## config.mk

```make
export PLATFORM = sky130hd
export DESIGN_NAME = sapq_cell
export DESIGN_NICKNAME = d
export VERILOG_FILES = /design/src/sv/sapq_pkg.sv /design/src/sv/sapq_cell.sv
export SDC_FILE = /design/constraint.sdc
export NUM_CORES = 1
export LEC_CHECK = 0
export BUFFER_PORTS_ARGS = -buffer_cell sky130_fd_sc_hd__buf_2
export CELL_PAD_IN_SITES_DETAIL_PLACEMENT = 0
export CELL_PAD_IN_SITES_GLOBAL_PLACEMENT = 1
export CORE_MARGIN = 4
export CORE_UTILIZATION = 28
export CTS_CLUSTER_DIAMETER = 30
export DETAILED_ROUTE_END_ITERATION = 10
export PLACE_DENSITY_LB_ADDON = 0.15
export REMOVE_ABC_BUFFERS = 1
export SYNTH_ARGS = -nofsm -noshare
export SYNTH_HDL_FRONTEND = slang
export SYNTH_SLANG_ARGS = --single-unit
```

## constraint.sdc

```tcl
create_clock -name clock -period 5.3 [get_ports clock]
set_clock_uncertainty 0.15 [all_clocks]
set_input_delay 0.265 -clock clock [delete_from_list [all_inputs] [get_ports clock]]
set_output_delay 0.265 -clock clock [all_outputs]
set_load 0.05 [all_outputs]
```

## src/sv/sapq_pkg.sv

```systemverilog
// ----------------------------------------------------------------------------
// sapq_pkg
// Shared types and constants for the sorted shift-cell priority queue.
// ----------------------------------------------------------------------------
package sapq_pkg;

   localparam int QUEUE_DEPTH_DEFAULT = 128;
   localparam int DATA_W              = 32;
   localparam int ENTRY_COUNT_W       = 8;

   typedef enum logic [1:0] {
      OP_INSERT = 2'd0,
      OP_REMOVE = 2'd1,
      OP_PEEK   = 2'd2
   } op_type;

   typedef enum logic [1:0] {
      STATUS_OK    = 2'd0,
      STATUS_FULL  = 2'd1,
      STATUS_EMPTY = 2'd2
   } status_type;

   typedef struct packed {
      logic [1:0]               op;
      logic signed [DATA_W-1:0] element_value;
      logic signed [DATA_W-1:0] priority_value;
   } req_type;

   typedef struct packed {
      logic [1:0]               status;
      logic                     top_valid;
      logic signed [DATA_W-1:0] top_element;
      logic signed [DATA_W-1:0] top_priority;
      logic [ENTRY_COUNT_W-1:0] entry_count;
   } rsp_type;

   typedef struct packed {
      logic signed [DATA_W-1:0] element_value;
      logic signed [DATA_W-1:0] priority_value;
   } entry_type;

   typedef struct packed {
      logic insert;
      logic remove;
   } cell_ctl_type;

endpackage

```

## src/sv/sapq_cell.sv

```systemverilog
// ----------------------------------------------------------------------------
// sapq_cell
// One slot of the sorted chain: holds, loads the new entry, or takes a
// neighbor's entry.
// ----------------------------------------------------------------------------
module sapq_cell (
   input  logic                   clock,
   input  sapq_pkg::cell_ctl_type ctl,
   input  sapq_pkg::entry_type    new_entry,
   input  sapq_pkg::entry_type    above_entry,
   input  sapq_pkg::entry_type    below_entry,
   input  logic                   occupied,
   input  logic                   keep_above,
   output logic                   keep,
   output sapq_pkg::entry_type    entry
);

   sapq_pkg::entry_type entry_ff;
   sapq_pkg::entry_type entry_in;

   assign keep  = occupied && (entry_ff.priority_value > new_entry.priority_value);
   assign entry = entry_ff;

   always_comb begin
      entry_in = entry_ff;
      if (ctl.insert) begin
         if (!keep) begin
            entry_in = keep_above ? new_entry : above_entry;
         end
      end else if (ctl.remove) begin
         entry_in = below_entry;
      end
   end

   always_ff @(posedge clock) begin
      entry_ff <= entry_in;
   end

endmodule

```

==> results of run 1 <==
stage by stage:
| step | TNS (ns) | worst slack, ns | util |
|---|---|---|---|
| 2_1_floorplan | -1.42 | -0.0222 | - |
| 3_3_place_gp | 0 | 2.11 | 0.387 |
| 3_5_place_dp | 0 | 2.00 | 0.387 |
| 4_1_cts | 0 | 1.99 | 0.409 |
| 5_1_grt | 0 | 1.81 | 0.409 |
| 6_report | 0 | 2.06 | 0.409 |
per-layer routing:
| metal | routed length [microns] | vias up | share of wire |
|---|---|---|---|
| met1 | 4850 | 1675 | 0.38 |
| met2 | 5990 | 170 | 0.47 |
| li1 | - | 1961 | - |
| met3 | 1690 | 14 | 0.13 |
| met5 | 13 | - | 0.0010 |
| met4 | 177 | 2 | 0.014 |
placed cells by master, fill, tap and decap left out, types with 2 or more instances in the layout:
| cell type | instances |
|---|---|
| clkbuf_16 | 9 |
| nand4_2 | 2 |
| bufinv_16 | 2 |
| a21oi_1 | 77 |
| o211ai_1 | 2 |
| o21ai_0 | 4 |
| clkinvlp_4 | 2 |
| nand2_1 | 6 |
| nand4_1 | 5 |
| buf_4 | 6 |
| buf_2 | 259 |
| ha_1 | 32 |
| mux2i_1 | 64 |
| edfxtp_1 | 64 |
| nand3_1 | 3 |
| nor2_1 | 68 |
| inv_1 | 33 |
cell type report:
cell class	instances	area, sq um
tap	184	230
timing repair buffer	265	1340
multi-input combinational	281	1990
sequential	64	1920
fill	1476	8560
clock inverter	6	83.8
clock buffer	10	229
inverter	33	124
worst paths after layout:
check             cells past startpoint             endpoint  slack, ns
hold / removal                        3  entry[19]$_DFFE_PP_       0.10
hold reg to reg                       5   entry[0]$_DFFE_PP_       1.19
setup reg to reg                      8  entry[45]$_DFFE_PP_       2.06
setup / recovery                      8  entry[45]$_DFFE_PP_       2.06
critical path, cell delays in order, from the launching register on:
cell      delay (ns)
edfxtp_1        0.39
ha_1            0.40
nand4_2         0.19
nor4_2          0.41
a31oi_1         0.19
and3_4          0.24
a2bb2o_4        0.22
a211oi_4        0.22
buf_4           0.44
power groups by stage:
stage / Clock [uW] / Sequential, uW / Combinational [uW]
final: 627 / 660 / 587
after global routing: 667 / 668 / 639
after CTS: 649 / 661 / 599
after detailed placement: 0 / 671 / 597
after global placement: 0 / 668 / 594
after floorplan: 0 / 886 / 165
logic make-up after synthesis:
kind of cell               synth area share
buffers and inverters                0.0511
adders and majority gates            0.0973
muxes                                 0.156
and+or+nand+nor                       0.103
AOI/OAI and AO/OA                     0.126
DFF                                   0.467
==> metrics.md, run 1 <==
| Metric | Value |
|---|---|
| Status | complete, no violations |
| Tmin final | around 3.2 ns |
| HPWL after DPL | 10400 microns |
| Site Rows | 44 |
| Die width | 129 microns |
| Fin area | slightly below 6000 sq um |
| DRC viols | 0 |
| Pin count of the biggest net entering global routing | 79 |
| Drt pass-1 iters | 6 |
| Sw power | between 600 and 700 uW |
| Slew Viols, Final | 0 |
| Met3 GRT Util | 0.0717 |
| Fin. Hold Viols | 0 |
| Post-synth top cells | 77 x a21oi_1, 68 x nor2_1, 64 x edfxtp_1, 64 x mux2i_1, 33 x inv_1 |
| CP startpoint | entry[31]$_DFFE_PP_ |
| Met1 Track Usage GR | 0.166 |
| Layout Area Growth over Synthesis | 43.9% |
| Power, Total | 1880 uW |
| Post-Syn Area | 4120 sq um |
| Seq/Total Area, Yosys | 0.467 |
| Total congestion overflow | 0 |
| Ys async rst share | 0 |
| ANT nets after route | 0 |
| Tightest Pin Transition | just over 0.7 ns |
| Post-synth EDFFs | 64 |
| Worst hold slack | 0.101 ns |
| DR vias | 3822 |
| Setup Crit Path Kind | register to register |
| Clock transition at path regs | 0.05 ns |
| DR WL/cell | 15.1 microns |
| Post-cts resize count | 0 |
| Core Area | 14500 sq um |
| ANT cells | 0 |
| Hold Path Class | input port to register |
| Area after DPL | 5610 sq um |
| H-tree levels | 3 |
| GRT Total Usage | 0.148 |
| M2 GR Usage | 0.245 |
| Relative slew slack | 0.516 |
| Placer congestion estimate | 0.750 |
| Hold Buf Count CTS | 0 |
| Maximum vdd drop | 0.155 mV |
| WL final | 12700 microns |
| Most common cell in the netlist | a21oi_1 |
| Leak | between 0.002 and 0.003 uW |
| Clk root buf | clkbuf_16 |
| CTS Buf Count | 9 |
| Area share of the largest cell type after synthesis | 0.467 |
| Count of warnings emitted by yosys | 0 |
| Post-CTS Setup Bufs | 0 |
| RSZ-0062 raised after global routing | no |
| Inst Count DP | 827 |
| Internal power | approximately 1200 uW |
| Clock power frac | 0.335 |
| Total of max-cap violations | 0 |
| Post-synth top area cell | edfxtp_1 |
| Worst r2r src | entry[31]$_DFFE_PP_ |
| Die area | 16700 sq um |
| Sequential power share | 0.352 |
| Max Clk Rate | roughly 0.31 GHz |
| Tcrit/Tclk final | 0.611 |
| # port buffers | approximately 260 |
| Crit path launch type | register |
| Worst setup EP type | register |
| Max FFs per register | 64 |
| Most used routing layer | met2 |
| Vias in the first global route | 3802 |
| Boundary Pins | 262 |
| Synthesized instance count | 399 |
| Detailed Route Iter0 Violations | 50 |
| Layout cells sized above 1 | 0.436 |
| Synth Register Bits | 64 |
| Die Ht | 129 microns |
| WP data required | 5.12 ns |
| Clock buffer depth | 2 |
| TritonCTS clock tree | built |
| Skew-Pair Late Insertion Delay | 0.33 ns |
| Final std cells w/o fill | 843 |
| Combinational share of power | 0.313 |
| Finish-stage setup viols | 0 |
| Min-delay src | below_entry[19] |
| Initial Util | 0.284 |
| Pwr Density | 317 nW/um^2 |
| Syn Area/Cell | 10.3 sq um |
| Layout Nets | 883 |
| Synth cell types | 33 |
| Clock tree sinks | 64 |
| Synth Flop Type | edfxtp_1 |
| Initial antenna violation count | 1 |
| First-pass GRT wire length | 19100 microns |
| Critical Path AT | 3.06 ns |
| Switching Share | 0.344 |
| Vias/cell | about 4.5 |
| Synth area leaders | edfxtp_1 47%, mux2i_1 16%, ha_1 9.7% |
| Worst Path Max Fanout | 35 |
No activity file was read; power rests on OpenSTA's default activity.
==> inputs of run 2 (changes only) <==
Settings changed: CORE_UTILIZATION 28 to 31.
Clock period 5.3 ns to 3.23 ns, I/O delays scaled along.
==> run 2 against run 1 <==
Wire length is essentially flat; non-clock buffer count grew 5; core utilization grew 5.8 points; design area grew 1.0%; via count shrank 0.18%; clock power grew 64%; critical path depth is the same; register-to-register slack lost 1.9 ns; power grew 65%; critical endpoint is now entry[53]$_DFFE_PP_; highest routed layer unchanged.
==> metrics.md, run 2 (same netlist as run 1, synthesis figures left out) <==
| Metric | Value |
|---|---|
| Status | complete, no violations |
| Worst Path Max Fanout | 32 |
| RSZ-0062 raised after global routing | no |
| Vias in the first global route | 3898 |
| GRT Total Usage | 0.163 |
| Final std cells w/o fill | 836 |
| Die area | roughly 15000 sq um |
| Die width | ~120 microns |
| CTS Buf Count | 9 |
| Tightest Pin Transition | 0.684 ns |
| M1 WL | 4790 microns |
| Inst Count DP | between 800 and 900 |
| DR WL met2 | 6280 microns |
| Placer congestion estimate | between 0.7 and 0.8 |
| Reg-to-Reg End | entry[53]$_DFFE_PP_ |
| Clock tree sinks | 64 |
| Clk root buf | clkbuf_16 |
| Uppermost routed layer | met5 |
| ANT nets after route | 0 |
| Clock buffer depth | 2 |
| Total congestion overflow | 0 |
| Boundary Pins | around 260 |
| WP data required | 3.09 ns |
| Met3 WL | 1500 microns |
| Max FFs per register | 64 |
| # port buffers | 261 |
| Initial antenna violation count | 2 |
| Layout Nets | 888 |
| Total of max-cap violations | 0 |
| Crit path launch type | register |
| Layout cells sized above 1 | 0.438 |
| Clock transition at path regs | ~0.06 ns |
| WL final | between 10000 and 15000 microns |
| Post-cts resize count | 0 |
| CP startpoint | entry[31]$_DFFE_PP_ |
| Tcrit/Tclk final | 0.948 |
| Crit path cell chain | ha_1 -> nand4_2 -> nor4_2 -> a31oi_1 -> and3_4 -> a2bb2o_4 -> a211oi_4 -> buf_12 |
| Drt pass-1 iters | 4 |
| HPWL after DPL | 10500 microns |
| Area after DPL | 5640 sq um |
| Core Area | 12800 sq um |
| Crit-path slowest cell | ha_1 |
| Worst setup EP type | register |
| Maximum vdd drop | between 0.2 and 0.3 mV |
| Tmin final | 3.06 ns |
| Die Ht | 123 microns |
| Worst r2r src | entry[31]$_DFFE_PP_ |
| Fin. Hold Viols | 0 |
| Hold Path Depth | 3 |
| Setup Crit Path Kind | register to register |
| Commonest non-fill, non-tap cell in the layout | buf_2 |
| TritonCTS clock tree | built |
| Hold Path Class | input port to register |
| Power, Total | 3090 uW |
| Reg2Reg Depth | 8 |
| Site Rows | 41 |
| H-tree levels | 3 |
| Skew-Pair Late Insertion Delay | about 0.32 ns |
| Fill cells | 1297 |
| Critical Path Sink | entry[53]$_DFFE_PP_ |
| DRC viols | 0 |
| Initial Util | 0.321 |
| Commonest cells after routing, fill and taps aside | 259 x buf_2, 77 x a21oi_1, 68 x nor2_1 |
| ANT cells | 0 |
| Fin area | 5980 sq um |
| Reg2reg setup slack | 0.17 ns |
| Detailed Route Iter0 Violations | 99 |
| DR WL/cell | 15.2 microns |
| First-pass GRT wire length | 19100 microns |
| CP peak stage delay | 0.41 ns |
| Vias/cell | 4.56 |
| Relative slew slack | 0.544 |
| DR vias | 3815 |
| Leak | 0.00297 uW |
| Slew Viols, Final | 0 |
| Critical Path AT | 2.93 ns |
| Layout Area Growth over Synthesis | 45.4% |
| Max Clk Rate | 0.327 GHz |
| Pwr Density | ~520 nW/um^2 |
| Finish-stage setup viols | 0 |
| Pin count of the biggest net entering global routing | 75 |
run 2: changes by cell type in the layout (fill, tap and decap cells not counted):
| cell | before | now |
|---|---|---|
| buf_12 | 0 | 2 |
| dlygate4sd3_1 | 0 | 2 |
| buf_4 | 6 | 7 |
| clkbuf_1 | 1 | 0 |
| clkinv_4 | 0 | 2 |
| clkinv_2 | 1 | 0 |
run 2: area by class of cell:
class,count,area (sq um),share of cell area
Tap cell,172,215,0.0360
Sequential cell,64,1920,0.321
Clock inverter,7,96.3,0.0161
Multi-Input combinational cell,281,1990,0.333
Timing Repair Buffer,270,1410,0.236
Inverter,33,124,0.0207
Clock buffer,9,225,0.0376
run 2: how the worst min path moves through the flow:
stage                    startpoint  slack, ns                  end
global route        below_entry[46]       0.01  entry[46]$_DFFE_PP_
CTS                 below_entry[63]     0.0006  entry[63]$_DFFE_PP_
floorplan                    ctl[1]       0.22   entry[0]$_DFFE_PP_
global placement    below_entry[57]       0.33  entry[57]$_DFFE_PP_
finish              below_entry[63]      0.008  entry[63]$_DFFE_PP_
detailed placement  below_entry[52]       0.34  entry[52]$_DFFE_PP_
run 2: routing by layer:
layer / vias up / track usage
met3: 13 / 0.0759
met1: 1651 / 0.181
met4: 4 / 0.0408
met5: - / 0
met2: 169 / 0.284
li1: 1978 / -
run 2: repair_timing:
item                                    CTS  global route
hold buffers                              2             0
endpoints found under the setup margin    0             0
hold endpoints to repair                  2             0
setup buffers                             0             0
run 2: worst max-delay path: cells and delay by family, from the launching register on:
family	cells	cell delay [ns]
DFF	1	0.39
AOI/OAI and AO/OA	3	0.73
adders and majority gates	1	0.41
buffers and inverters	1	0.25
and+or+nand+nor	3	0.80
run 2: stage by stage:
| stage | setup WS (ns) | TNS (ns) | hold WS (ns) | util |
|---|---|---|---|---|
| floorplan | -2.09 | -133.90 | 0.219 | - |
| finish | 0.168 | 0 | 0.00798 | 0.466 |
| global route | 0.0122 | 0 | 0.0105 | 0.466 |
| detailed placement | 0.172 | 0 | 0.338 | 0.440 |
| CTS | 0.159 | 0 | 0.000584 | 0.466 |
| global placement | 0.276 | 0 | 0.331 | 0.440 |
run 2: power breakdown:
group          switching (uW)  internal, uW
sequential               37.2          1050
clock                     360           675
combinational             666           310
==> inputs of run 3 (changes only) <==
--- a/config.mk
+++ b/config.mk
@@ -7,3 +7,2 @@
 export LEC_CHECK = 0
-export BUFFER_PORTS_ARGS = -buffer_cell sky130_fd_sc_hd__buf_2
 export CELL_PAD_IN_SITES_DETAIL_PLACEMENT = 0
@@ -11,5 +10,6 @@
 export CORE_MARGIN = 4
-export CORE_UTILIZATION = 31
+export CORE_UTILIZATION = 46
 export CTS_CLUSTER_DIAMETER = 30
 export DETAILED_ROUTE_END_ITERATION = 10
+export DONT_BUFFER_PORTS = 1
 export PLACE_DENSITY_LB_ADDON = 0.15
--- a/constraint.sdc
+++ b/constraint.sdc
@@ -4,2 +4,2 @@
 set_output_delay 0.1615 -clock clock [all_outputs]
-set_load 0.05 [all_outputs]
+set_load 0.1 [all_outputs]
==> run 3 against run 2 <==
The run now fails in clock tree synthesis (4_1_cts); synthesized cell count unchanged; synthesized area unchanged.
==> metrics.md, run 3 <==
| Metric | Value |
|---|---|
| Die width | 103 microns |
| Post-synth top area cell | edfxtp_1 |
| Post-synth EDFFs | 64 |
| Synth Register Bits | 64 |
| Boundary Pins | 262 |
| Post-CTS Setup Bufs | 0 |
| Synth Flop Type | edfxtp_1 |
| Area after DPL | 4460 sq um |
| Ys async rst share | 0 |
| Clock buffer depth | 2 |
| Post-Syn Area | 4120 sq um |
| Most common cell in the netlist | a21oi_1 |
| Clk root buf | clkbuf_8 |
| Synth area leaders | edfxtp_1 47%, mux2i_1 16%, ha_1 9.7% |
| H-tree levels | 3 |
| # port buffers | 0 |
| Initial Util | 0.472 |
| Count of warnings emitted by yosys | 0 |
| Syn Area/Cell | 10.3 sq um |
| Synthesized instance count | 399 |
| Post-cts resize count | 0 |
| Status | aborted with a tool error |
| Synth cell types | 33 |
| Area share of the largest cell type after synthesis | 0.467 |
| Stop err | [ERROR RSZ-0060] Max buffer count reached. |
| Post-synth top cells | 77 x a21oi_1, 68 x nor2_1, 64 x edfxtp_1, 64 x mux2i_1, 33 x inv_1 |
| HPWL after DPL | about 8000 microns |
| Die Ht | slightly above 100 microns |
| Placer congestion estimate | around 0.81 |
| Site Rows | 34 |
| Last step reached | clock tree synthesis (4_1_cts) |
| CTS Buf Count | 9 |
| Hold Buf Count CTS | 108 |
| Clock tree sinks | 64 |
| Seq/Total Area, Yosys | 0.467 |
## run 3: stage by stage
step,cells,TNS [ns],setup slack [ns]
after floorplan,378,-154.44,-2.40
after global placement,520,0,0.227
after detailed placement,520,0,0.128
## run 3: cells by family after synthesis
kind of cell | count (synthesis) | synth area share
compound gates | 93 | 0.126
simple gates | 92 | 0.103
mux | 64 | 0.156
flops | 64 | 0.467
buf+inv | 54 | 0.0511
fa+ha+maj | 32 | 0.0973
==> inputs of run 4 (changes only) <==
Settings changed: CELL_PAD_IN_SITES_DETAIL_PLACEMENT 0 to default, CELL_PAD_IN_SITES_GLOBAL_PLACEMENT 1 to default, CORE_UTILIZATION 46 to 40, CTS_CLUSTER_DIAMETER 30 to default.
==> run 4 against run 3 <==
Synthesized area is the same; synthesized cell count is the same; the run again fails in clock tree synthesis (4_1_cts).
==> metrics.md, run 4 <==
| Metric | Value |
|---|---|
| Ys async rst share | 0 |
| HPWL after DPL | about 8400 microns |
| Most common cell in the netlist | a21oi_1 |
| Post-synth top area cell | edfxtp_1 |
| Hold Buf Count CTS | 113 |
| Last step reached | clock tree synthesis (4_1_cts) |
| Boundary Pins | 262 |
| Post-cts resize count | 0 |
| Count of warnings emitted by yosys | 0 |
| Post-synth top cells | 77 x a21oi_1, 68 x nor2_1, 64 x edfxtp_1, 64 x mux2i_1, 33 x inv_1 |
| Post-CTS Setup Bufs | 0 |
| Synth area leaders | edfxtp_1 47%, mux2i_1 16%, ha_1 9.7% |
| Clk root buf | clkbuf_8 |
| Area share of the largest cell type after synthesis | 0.467 |
| # port buffers | 0 |
| Clock tree sinks | 64 |
| Clock buffer depth | 2 |
| CTS Buf Count | 9 |
| H-tree levels | 3 |
| Area after DPL | 4490 sq um |
| Site Rows | 36 |
| Post-synth EDFFs | 64 |
| Seq/Total Area, Yosys | 0.467 |
| Synth cell types | 33 |
| Inst Count DP | 546 |
| Synth Flop Type | edfxtp_1 |
| Status | aborted with a tool error |
| Syn Area/Cell | ~10 sq um |
| Stop err | [ERROR RSZ-0060] Max buffer count reached. |
| Die width | 109 microns |
| Initial Util | 0.415 |
| Placer congestion estimate | 0.770 |
| Post-Syn Area | 4120 sq um |
| Die Ht | approximately 110 microns |
| Synth Register Bits | 64 |
| Synthesized instance count | 399 |
run 4: metrics by stage:
| stage | hold WS, ns | utilization | setup WS, ns |
|---|---|---|---|
| after floorplan | 0.219 | - | -2.40 |
| after global placement | 0.233 | 0.454 | 0.244 |
| after detailed placement | 0.233 | 0.454 | 0.149 |
run 4: cell families after synthesis:
kind of cell,share of synthesized area
adder cells (fa/ha/maj),0.0973
AND/OR/NAND/NOR,0.103
flip-flops,0.467
buffers and inverters,0.0511
multiplexers,0.156
AO/OA/AOI/OAI,0.126
